[config.mk]
export PLATFORM = sky130hd
export DESIGN_NAME = refcounted_slot_allocator_top
export DESIGN_NICKNAME = d
export VERILOG_FILES = /design/src/sv/rsa_pkg.sv /design/src/sv/rsa_mem.sv /design/src/sv/rsa_ctrl.sv /design/src/sv/refcounted_slot_allocator_top.sv
export SDC_FILE = /design/constraint.sdc
export NUM_CORES = 2
export LEC_CHECK = 0
export BUFFER_PORTS_ARGS = -buffer_cell sky130_fd_sc_hd__clkbuf_2
export CORE_AREA = 2 2 430 432
export DETAILED_ROUTE_END_ITERATION = 10
export DIE_AREA = 0 0 432 434
export PLACE_DENSITY = 0.72
export SETUP_SLACK_MARGIN = 0.4
export SYNTH_ARGS = -nofsm -noshare
export SYNTH_HDL_FRONTEND = slang
export SYNTH_SLANG_ARGS = --single-unit
[constraint.sdc]
create_clock -name clk -period 30.4 [get_ports clk]
set_input_delay 1.52 -clock clk [delete_from_list [all_inputs] [get_ports clk]]
set_output_delay 1.52 -clock clk [all_outputs]
set_load 0.1 [all_outputs]
[src/sv/rsa_pkg.sv]
// Shared constants, codes and types of the refcounted slot allocator.
package rsa_pkg;

	localparam int TABLE_SLOTS = 64;
	localparam int FLAG_BITS   = 16;
	localparam int SLOT_W      = $clog2(TABLE_SLOTS);
	localparam int HINT_W      = $clog2(TABLE_SLOTS + 1);
	localparam int COUNT_W     = 16;
	localparam int OP_W        = 3;
	localparam int STATUS_W    = 2;
	localparam int CFG_IDX_W   = 1;

	localparam logic [COUNT_W-1:0]   COUNT_MAX    = '1;
	localparam logic [FLAG_BITS-1:0] ACCMODE_BITS = FLAG_BITS'(3);
	localparam logic [FLAG_BITS-1:0] NONBLOCK_BIT = FLAG_BITS'(16'h0800);

	localparam logic [OP_W-1:0] OP_ALLOC   = 3'd0;
	localparam logic [OP_W-1:0] OP_FILL    = 3'd1;
	localparam logic [OP_W-1:0] OP_RETAIN  = 3'd2;
	localparam logic [OP_W-1:0] OP_RELEASE = 3'd3;
	localparam logic [OP_W-1:0] OP_GETFL   = 3'd4;
	localparam logic [OP_W-1:0] OP_SETFL   = 3'd5;

	localparam logic [STATUS_W-1:0] ST_OK       = 2'd0;
	localparam logic [STATUS_W-1:0] ST_FULL     = 2'd1;
	localparam logic [STATUS_W-1:0] ST_NOT_USED = 2'd2;
	localparam logic [STATUS_W-1:0] ST_OVERFLOW = 2'd3;

	localparam logic [CFG_IDX_W-1:0] CFG_KEEP_MASK = 1'b0;
	localparam logic [CFG_IDX_W-1:0] CFG_OPEN_MASK = 1'b1;

	typedef struct packed {
		logic [COUNT_W-1:0]   cnt;
		logic [FLAG_BITS-1:0] flags;
	} entry_t;

	typedef struct packed {
		logic              rd_en;
		logic [SLOT_W-1:0] rd_addr;
		logic              wr_en;
		logic [SLOT_W-1:0] wr_addr;
		entry_t            wr_data;
	} mem_req_t;

endpackage

[src/sv/rsa_mem.sv]
// Slot table memory with per-entry valid bits; invalid entries read as zero.
module rsa_mem (
	input  logic            clk,
	input  logic            arst_n,
	input  rsa_pkg::mem_req_t req,
	output rsa_pkg::entry_t   rd_data
);
	import rsa_pkg::*;

	entry_t                 mem [TABLE_SLOTS];
	entry_t                 rd_data_q;
	logic [TABLE_SLOTS-1:0] valid_q;
	logic                   rd_vld_q;

	always_ff @(posedge clk) begin
		if (req.wr_en) begin
			mem[req.wr_addr] <= req.wr_data;
		end
		if (req.rd_en) begin
			rd_data_q <= mem[req.rd_addr];
		end
	end

	always_ff @(posedge clk or negedge arst_n) begin
		if (!arst_n) begin
			valid_q  <= '0;
			rd_vld_q <= 1'b0;
		end else begin
			if (req.wr_en) begin
				valid_q[req.wr_addr] <= 1'b1;
			end
			if (req.rd_en) begin
				rd_vld_q <= valid_q[req.rd_addr];
			end
		end
	end

	assign rd_data = rd_vld_q ? rd_data_q : '0;

	// reads and writes are sequenced, never in the same cycle
	a_no_rd_wr_overlap: assert property (@(posedge clk) disable iff (!arst_n)
		!(req.rd_en && req.wr_en))
		else $error("read and write issued together");

endmodule

[src/sv/rsa_ctrl.sv]
// Operation sequencer: hint scan, read-modify-write, config and result registers.
module rsa_ctrl (
	input  logic                            clk,
	input  logic                            arst_n,
	input  logic                            start,
	output logic                            busy,
	input  logic [rsa_pkg::OP_W-1:0]        op,
	input  logic [rsa_pkg::SLOT_W-1:0]      slot,
	input  logic [rsa_pkg::FLAG_BITS-1:0]   flags_in,
	input  logic                            cfg_valid,
	output logic                            cfg_ready,
	input  logic [rsa_pkg::CFG_IDX_W-1:0]   cfg_index,
	input  logic [rsa_pkg::FLAG_BITS-1:0]   cfg_data,
	output rsa_pkg::mem_req_t               req,
	input  rsa_pkg::entry_t                 rd_data,
	output logic                            done,
	output logic [rsa_pkg::STATUS_W-1:0]    status,
	output logic [rsa_pkg::SLOT_W-1:0]      slot_out,
	output logic [rsa_pkg::FLAG_BITS-1:0]   flags_out,
	output logic                            freed
);
	import rsa_pkg::*;

	localparam logic [1:0] S_IDLE = 2'd0;
	localparam logic [1:0] S_SCAN = 2'd1;
	localparam logic [1:0] S_RMW  = 2'd2;
	localparam logic [1:0] S_FULL = 2'd3;

	localparam logic [HINT_W-1:0] HINT_FULL = HINT_W'(TABLE_SLOTS);
	localparam logic [SLOT_W-1:0] LAST_SLOT = SLOT_W'(TABLE_SLOTS - 1);

	logic [1:0]           state_q, state_d;
	logic [HINT_W-1:0]    hint_q, hint_d;
	logic [SLOT_W-1:0]    cur_q, cur_d;
	logic [OP_W-1:0]      op_q;
	logic [SLOT_W-1:0]    slot_q;
	logic [FLAG_BITS-1:0] fin_q;
	logic [FLAG_BITS-1:0] keep_mask_q;
	logic [FLAG_BITS-1:0] open_mask_q;

	logic                 done_q;
	logic [STATUS_W-1:0]  status_q;
	logic [SLOT_W-1:0]    slot_out_q;
	logic [FLAG_BITS-1:0] flags_q;
	logic                 freed_q;

	logic                 res_vld;
	logic [STATUS_W-1:0]  res_status;
	logic [SLOT_W-1:0]    res_slot;
	logic [FLAG_BITS-1:0] res_flags;
	logic                 res_freed;

	logic                 accept;
	logic                 known_op;
	logic                 out_range;
	entry_t               upd;

	assign busy      = (state_q != S_IDLE);
	assign accept    = start && !busy;
	assign cfg_ready = 1'b1;
	assign known_op  = (op_q <= OP_SETFL);
	assign out_range = (HINT_W'(slot_q) >= HINT_FULL);

	always_comb begin
		state_d    = state_q;
		hint_d     = hint_q;
		cur_d      = cur_q;
		req        = '0;
		res_vld    = 1'b0;
		res_status = ST_OK;
		res_slot   = slot_q;
		res_flags  = '0;
		res_freed  = 1'b0;
		upd        = rd_data;
		case (state_q)
			S_IDLE: begin
				if (accept) begin
					if (op == OP_ALLOC) begin
						if (hint_q == HINT_FULL) begin
							state_d = S_FULL;
						end else begin
							req.rd_en   = 1'b1;
							req.rd_addr = hint_q[SLOT_W-1:0];
							cur_d       = hint_q[SLOT_W-1:0];
							state_d     = S_SCAN;
						end
					end else begin
						req.rd_en   = 1'b1;
						req.rd_addr = slot;
						state_d     = S_RMW;
					end
				end
			end
			S_SCAN: begin
				if (rd_data.cnt == '0) begin
					upd.cnt     = COUNT_W'(1);
					req.wr_en   = 1'b1;
					req.wr_addr = cur_q;
					req.wr_data = upd;
					hint_d      = HINT_W'(cur_q) + HINT_W'(1);
					res_vld     = 1'b1;
					res_slot    = cur_q;
					res_flags   = rd_data.flags;
					state_d     = S_IDLE;
				end else if (cur_q == LAST_SLOT) begin
					hint_d     = HINT_FULL;
					res_vld    = 1'b1;
					res_status = ST_FULL;
					res_slot   = '0;
					state_d    = S_IDLE;
				end else begin
					req.rd_en   = 1'b1;
					req.rd_addr = cur_q + SLOT_W'(1);
					cur_d       = cur_q + SLOT_W'(1);
				end
			end
			S_FULL: begin
				res_vld    = 1'b1;
				res_status = ST_FULL;
				res_slot   = '0;
				state_d    = S_IDLE;
			end
			S_RMW: begin
				res_vld = 1'b1;
				state_d = S_IDLE;
				if (out_range) begin
					res_status = known_op ? ST_NOT_USED : ST_OK;
				end else if (known_op && rd_data.cnt == '0) begin
					res_status = ST_NOT_USED;
					res_flags  = rd_data.flags;
				end else begin
					case (op_q)
						OP_FILL: begin
							upd.flags = fin_q & open_mask_q;
						end
						OP_RETAIN: begin
							if (rd_data.cnt == COUNT_MAX) begin
								res_status = ST_OVERFLOW;
							end else begin
								upd.cnt = rd_data.cnt + COUNT_W'(1);
							end
						end
						OP_RELEASE: begin
							upd.cnt = rd_data.cnt - COUNT_W'(1);
							if (upd.cnt == '0) begin
								upd.flags = '0;
								res_freed = 1'b1;
								if (HINT_W'(slot_q) < hint_q) begin
									hint_d = HINT_W'(slot_q);
								end
							end
						end
						OP_SETFL: begin
							upd.flags = (rd_data.flags & keep_mask_q) |
								(fin_q & ~keep_mask_q);
						end
						default: begin
						end
					endcase
					req.wr_en   = known_op;
					req.wr_addr = slot_q;
					req.wr_data = upd;
					res_flags   = upd.flags;
				end
			end
			default: begin
				state_d = S_IDLE;
			end
		endcase
	end

	always_ff @(posedge clk or negedge arst_n) begin
		if (!arst_n) begin
			state_q     <= S_IDLE;
			hint_q      <= '0;
			done_q      <= 1'b0;
			keep_mask_q <= ACCMODE_BITS;
			open_mask_q <= ACCMODE_BITS | NONBLOCK_BIT;
		end else begin
			state_q <= state_d;
			hint_q  <= hint_d;
			done_q  <= res_vld;
			if (cfg_valid && cfg_ready) begin
				case (cfg_index)
					CFG_KEEP_MASK: keep_mask_q <= cfg_data;
					CFG_OPEN_MASK: open_mask_q <= cfg_data;
					default: begin
					end
				endcase
			end
		end
	end

	always_ff @(posedge clk) begin
		cur_q <= cur_d;
		if (accept) begin
			op_q   <= op;
			slot_q <= slot;
			fin_q  <= flags_in;
		end
		if (res_vld) begin
			status_q   <= res_status;
			slot_out_q <= res_slot;
			flags_q    <= res_flags;
			freed_q    <= res_freed;
		end
	end

	assign done      = done_q;
	assign status    = status_q;
	assign slot_out  = slot_out_q;
	assign flags_out = flags_q;
	assign freed     = freed_q;

	a_accept_busy: assert property (@(posedge clk) disable iff (!arst_n)
		accept |=> busy)
		else $error("accepted item did not raise busy");

	a_done_after_work: assert property (@(posedge clk) disable iff (!arst_n)
		done_q |-> $past(state_q) != S_IDLE)
		else $error("result without work");

	a_full_hint: assert property (@(posedge clk) disable iff (!arst_n)
		done_q && status_q == ST_FULL |-> hint_q == HINT_FULL && flags_q == '0)
		else $error("table full but hint below top");

	a_freed_clean: assert property (@(posedge clk) disable iff (!arst_n)
		done_q && freed_q |-> status_q == ST_OK && flags_q == '0)
		else $error("freed slot with bad status or flags");

endmodule

[src/sv/refcounted_slot_allocator_top.sv]
// Top level of the refcounted slot allocator.
//
//  channel   signals                               handshake
//  --------  ------------------------------------  ---------------------------
//  command   op, slot, flags_in                    start && !busy
//  result    status, slot_out, flags_out, freed    done, one cycle, no stall
//  config    cfg_index, cfg_data                   cfg_valid && cfg_ready
//
//  Non-alloc ops: busy in S_RMW (table read), done on the cycle after.
//  Alloc: busy in S_SCAN while the single table read port walks the slots from the hint,
//  examining 1 to TABLE_SLOTS of them; busy in S_FULL alone when the hint is at the top.
//  Reset clears the table through per-slot valid bits; no clearing pass.
//  Results cannot be held off; a new item may start while done is high.
module refcounted_slot_allocator_top (
	input  logic                            clk,
	input  logic                            arst_n,
	input  logic                            start,
	output logic                            busy,
	input  logic [rsa_pkg::OP_W-1:0]        op,
	input  logic [rsa_pkg::SLOT_W-1:0]      slot,
	input  logic [rsa_pkg::FLAG_BITS-1:0]   flags_in,
	output logic                            done,
	output logic [rsa_pkg::STATUS_W-1:0]    status,
	output logic [rsa_pkg::SLOT_W-1:0]      slot_out,
	output logic [rsa_pkg::FLAG_BITS-1:0]   flags_out,
	output logic                            freed,
	input  logic                            cfg_valid,
	output logic                            cfg_ready,
	input  logic [rsa_pkg::CFG_IDX_W-1:0]   cfg_index,
	input  logic [rsa_pkg::FLAG_BITS-1:0]   cfg_data
);
	import rsa_pkg::*;

	mem_req_t req;
	entry_t   rd_data;

	rsa_ctrl u_ctrl (
		.clk       (clk),
		.arst_n    (arst_n),
		.start     (start),
		.busy      (busy),
		.op        (op),
		.slot      (slot),
		.flags_in  (flags_in),
		.cfg_valid (cfg_valid),
		.cfg_ready (cfg_ready),
		.cfg_index (cfg_index),
		.cfg_data  (cfg_data),
		.req       (req),
		.rd_data   (rd_data),
		.done      (done),
		.status    (status),
		.slot_out  (slot_out),
		.flags_out (flags_out),
		.freed     (freed)
	);

	rsa_mem u_mem (
		.clk     (clk),
		.arst_n  (arst_n),
		.req     (req),
		.rd_data (rd_data)
	);

endmodule

-- Word level (Yosys, flattened, before mapping)
Memory sizes are Yosys's and may differ from the RTL's. A register that Yosys moved wholly into a read port is not among the register bits.
Cells that the tools add are included.
- flip-flop bits (word level): 163
- bits in writable memories: 2048
- input bits: 46
- output and inout port bits: 28
- word-level logic and storage cells: 127
- memories kept: 1
- memory list (name ; words ; bits a word ; read ports ; clocked after Yosys merged registers in ; write ports ; RTL line ; source):
    u_mem.mem ; 64 ; 32 ; 1 ; 1 ; 1 ; rsa_mem.sv:10 ; entry_t mem [TABLE_SLOTS];
- add/subtract/negate cells: 4
- $lt $le $gt $ge: 5
- equal/unequal tests: 20
- multiplexer cells: 55
- bitwise logic cells: 9
- reduce and logical (&&, ||, !) cells: 18
- operators by type and width (operator ; number):
    $mux W39 ; 2
    $pmux W39 S2 ; 1
    $mux W7 ; 11
    $mux W16 ; 4
    $or A64 B64 Y64 ; 1
    $pmux W16 S2 ; 2
    $and A16 B16 Y16 ; 3
    $pmux W16 S3 ; 1
    $mux W6 ; 7
    $logic_not A16 Y1 ; 2
    $mux W32 ; 1
    $pmux W7 S2 ; 2
    $pmux W6 S2 ; 2
    $mux W2 ; 9
    $add A16 B1 Y16 const B ; 1
    $eq A16 B16 Y1 const B ; 1
    $not A16 Y16 ; 1
    $or A16 B16 Y16 ; 1
    $sub A16 B1 Y16 const B ; 1
    $lt A6 B7 Y1 const B ; 2
    $pmux W2 S3 ; 2
    $reduce_and A6 Y1 ; 2
    $ne A2 B2 Y1 const B ; 5
    $mux W1 ; 8
    26 further kinds ; 39

-- Longest topological paths before layout
- word-level depth: 12
- depth in mapped cells: 20
- depth with buffers taken out: 12

-- By module
A second synthesis with hierarchy kept.
- cells, all modules: 4155
- area, all modules: 87307.5 sq um
- modules (own cells, without submodules) (module ; times used ; cells each ; area each (sq um) ; seq. area each (sq um)):
    rsa_mem ; 1 ; 3557 ; 81144.1 ; 64086.5
    rsa_ctrl ; 1 ; 598 ; 6163.4 ; 2738.9

-- Least setup slack after synthesis
Ideal clock, no wire load.
- path kind: flip-flop to flip-flop
- start point: reg u_mem.rd_vld_q
- end point: mem u_mem.mem[0][26] in the netlist's numbering, data pin
- library setup time: 1286 ps
- data arrival time: 8841 ps
- data required time: 29114 ps
- slack: 20273 ps
- stages on the path, launching flop included: 13
- path buffers: 6
- clock period less this slack: 10127 ps
- path through: dfrtp_1 clkbuf_1 clkbuf_1 clkbuf_1 buf_1 nand2_1 ha_1 and4_1 buf_2 a31oi_1 clkbuf_1 nand2_1 a2111oi_0
- RTL lines (item ; RTL line ; source):
    from (decl) ; rsa_mem.sv:13 ; logic rd_vld_q;
    from (signal assigned) ; rsa_mem.sv:33 ; rd_vld_q <= valid_q[req.rd_addr];
    to (decl) ; rsa_mem.sv:10 ;

-- Final worst setup path
- start point: reg u_mem.rd_vld_q
- end point: reg u_mem.rd_data_q[10] (netlist name)
- cells in the longest elaborated chain, start to end: 4
- RTL lines (item ; RTL line ; source):
    $mux W32 ; rsa_mem.sv:38 ; assign rd_data = rd_vld_q ? rd_data_q : '0;
    $logic_not A16 Y1 ; rsa_ctrl.sv:95 ; if (rd_data.cnt == '0) begin
    $mux W7 ; rsa_ctrl.sv:95 ;
    $pmux W7 S2 ; rsa_ctrl.sv:75 ; case (state_q)
No other way between the ends.
A chain may end at the register's enable or synchronous reset.

==> impl_metrics.tcl <==
set metrics [dict create \
    finalNonFillerCells 9333 \
    rows 157 \
    synth_seq_area_share_pct 73.6 \
    die_w_um 432 \
    required_ns 31.04 \
    synthArstFlopShare_pct 4.77 \
    antenna_left 0 \
    cts-root-buf "clkbuf_16" \
    final-hold-violation-count 0 \
    power_density_nw_per_um2 75.3 \
    wl_met1_um 101000 \
    io_pins 74 \
    start_kind "flip-flop" \
    drc 0 \
    synthesis.nets 6796 \
    crit_family "simple AND/OR/NAND/NOR gates" \
    grt_util_all_layers_pct 30.2 \
    ir_drop_v 0.0000622 \
    grt_pass1_vias 58100 \
    ys.warnings.count 0 \
    synth_top_cell_by_area "edfxtp_1" \
    path_class "reg -> reg" \
    synth_top_area_share_pct 70.7 \
    syn2layout_area_growth_pct 12.1 \
    fmax_ghz 0.143 \
    final_core_util_pct 55.8 \
    p_leak_nw 34.5 \
    drive_above_1_share_pct 12.3 \
    grt_max_degree 191 \
    crit_chain "buf_4, nand2_1, ha_1, and4_1, a211o_4, buf_4, and2_4, buf_12, buf_4, mux2i_1, a221oi_1, nor4_2, nor4_1, o221a_1" \
    top_layer "met5" \
    cp_num_buf_inv 4 \
    setup_violations 0 \
    antenna_found_initial 18 \
    syn_inst 6737 \
    fin_nets 6814 \
    grt_overflow_total 0 \
    final_common_cell "edfxtp_1" \
    insertion_delay_ns 0.90 \
    violations "capacitance limit" \
    dr.pass1.iters 9 \
    timing.critical_path.mode_cell "buf_4" \
    cp_max_fo 140 \
    numPortBuffers 72 \
    cap_violations 1 \
    die_h_um 434 \
    drv_slew 0 \
    timing.slew.headroom_pct 0.208 \
    start_util_pct 49.7 \
    dp_hpwl_um 154000 \
    r2r_end "u_mem.rd_data_q[10]" \
    synth_seq_cells 2243 \
    slowest_stage "buf_4" \
    setup.worst_path.end_class "flip-flop" \
    setup-tns-final_ns 0 \
    wirelength_um 288000 \
    fp.dieArea_um2 187000 \
    synthFlopType "edfxtp_1" \
    crit_path_start "u_mem.rd_vld_q" \
    cp.depth 14 \
    clk_pin_slew_ns 0.06 \
    regToRegSetupSlack_ns 23.38 \
    vias_per_cell 6.63 \
    dp_cells 8924 \
    synth.area.top_cells "edfxtp_1 71%, nand2_1 5.9%, dfrtp_1 2.8%, nand3_1 2.5%, a211oi_1 2.1%" \
    worst_ep_arrival_time_ns 7.66 \
    syn_area_um2 90800 \
    post-route-min-period_ns 7.02 \
    cts_repair_resize_count 0 \
    vias 61900 \
    tightestPinTransition_ns 1.48 \
    final_cell_mix "2,136 x edfxtp_1, 1,431 x nand2_1, 454 x nand3_1, 351 x a21oi_1, 250 x a211oi_1" \
    fill_cells 14100 \
    synth_cell_type_count 77 \
    fin_skew_ns 0.0604 \
    cp-endpoint "u_mem.rd_data_q[10]" \
    grt_pass1_wl_um 409000 \
    wl_per_cell_um 30.9 \
    drtIter0Drc 10000 \
    cts_tree "built" \
    cts_made_buffers 214 \
    rsz0062_at_grt "no" \
    slowest_delay_ns 0.84 \
    syn_area_per_cell_um2 13.5 \
    routabilityCongestion 0.917 \
    core-area_um2 182000 \
    fin_total_pwr_w 0.00766 \
    hold_path_class "reg -> reg" \
    wl_met2_um 129000 \
    reg2reg_depth 14 \
    cts.sinks 2243 \
    cts_setup_buffers 0 \
    min_period_over_period_pct 23.1 \
    synth_edf_count 2136 \
    worst_r2r_startpoint "u_mem.rd_vld_q" \
    clk_path_buf_depth 3 \
    wl_met3_um 40100 \
    h-tree-depth 4 \
    cts_hold_buf 0 \
    status "complete, but fails checks" \
]
through the flow:
stage | area [µm²] | worst slack [ns] | hold WS (ns)
final | 102000 | 23.38 | 0.461
after global routing | 102000 | 23.28 | 0.471
after CTS | 102000 | 23.54 | 0.462
after detailed placement | 94700 | 23.09 | 0.446
after global placement | 94600 | 21.90 | 0.444
after floorplan | 90800 | 20.27 | 0.427
Yosys cell counts, types with 28 or more instances:
cell	count
and3_1	238
a21oi_1	357
clkbuf_1	158
mux2i_1	102
a31oi_1	196
a221oi_1	52
dfrtp_1	102
nor2_1	142
buf_1	40
nand3_1	454
nand2_1	1436
buf_2	260
edfxtp_1	2136
o22ai_1	52
a311oi_1	70
a22oi_1	84
nor3_1	52
o21ai_0	115
a2111oi_0	28
a211oi_1	251
mux2_2	34
or2_2	64
flip-flops by register name, indices dropped and copies added (netlist names):
register	count
u_ctrl.state_q	2
u_ctrl.slot_out	6
u_ctrl.hint_q	7
u_ctrl.done	1
u_ctrl.freed	1
u_ctrl.keep_mask_q	16
u_ctrl.slot_q	6
u_ctrl.op_q	3
u_ctrl.cur_q	6
u_ctrl.fin_q	16
u_ctrl.flags_out	16
u_mem.mem	2048
u_mem.valid_q	64
u_ctrl.status	2
u_mem.rd_data_q	32
u_ctrl.open_mask_q	16
u_mem.rd_vld_q	1
logic make-up after synthesis:
group / after synthesis / synth area share [%]
adder cells (fa/ha/maj): 13 / 0.179
AND/OR/NAND/NOR: 2487 / 12.2
multiplexers: 136 / 1.55
AO/OA/AOI/OAI: 1340 / 9.81
buffers and inverters: 504 / 2.55
XOR/XNOR: 13 / 0.125
flip-flops: 2243 / 73.6
other: 1 / 0.00413
final cells by class:
type	count	area, µm²	share of cell area (%)
Inverter	24	90.1	0.0885
Antenna cell	8	20.0	0.0197
Timing Repair Buffer	282	2080	2.04
Multi-Input combinational cell	3990	22700	22.3
Sequential cell	2243	66800	65.7
Clock inverter	137	1430	1.41
Tap cell	2385	2980	2.93
Clock buffer	264	5650	5.56
power breakdown:
group | leakage (nW) | total (W) | internal [W] | switching, W
clock network | 3.46 | 0.00269 | 0.00151 | 0.00118
registers | 20.5 | 0.00359 | 0.00351 | 0.0000790
logic | 10.5 | 0.00139 | 0.000355 | 0.00103
total | 34.5 | 0.00766 | 0.00537 | 0.00229
worst min-delay path by stage:
| stage | cells after the start | slack, ns | startpoint | to |
|---|---|---|---|---|
| 2_1_floorplan | 2 | 0.43 | u_mem.valid_q[42] | u_mem.valid_q[42] |
| 3_3_place_gp | 1 | 0.44 | u_mem.valid_q[36] | u_mem.valid_q[36] |
| 3_5_place_dp | 1 | 0.45 | u_mem.valid_q[43] | u_mem.valid_q[43] |
| 4_1_cts | 1 | 0.46 | u_mem.valid_q[41] | u_mem.valid_q[41] |
| 5_1_grt | 1 | 0.47 | u_mem.valid_q[36] | u_mem.valid_q[36] |
| 6_report | 1 | 0.46 | u_mem.valid_q[41] | u_mem.valid_q[41] |
worst register-to-register path, cell delays in order (launching register included):
cell and delay, ns:
dfrtp_2 0.38, buf_4 0.32, nand2_1 0.30, ha_1 0.32
and4_1 0.42, a211o_4 0.49, buf_4 0.49, and2_4 0.79
buf_12 0.56, buf_4 1.06, mux2i_1 0.29, a221oi_1 0.12
nor4_2 0.74, nor4_1 0.17, o221a_1 0.33
per-layer routing:
layer | GRT usage [%] | vias to the layer above
met2 | 45.8 | 4833
met1 | 39.8 | 30600
met5 | 0 | -
li1 | - | 25600
met3 | 7.51 | 804
met4 | 17.7 | 16
(Power assumes the default switching activity.)
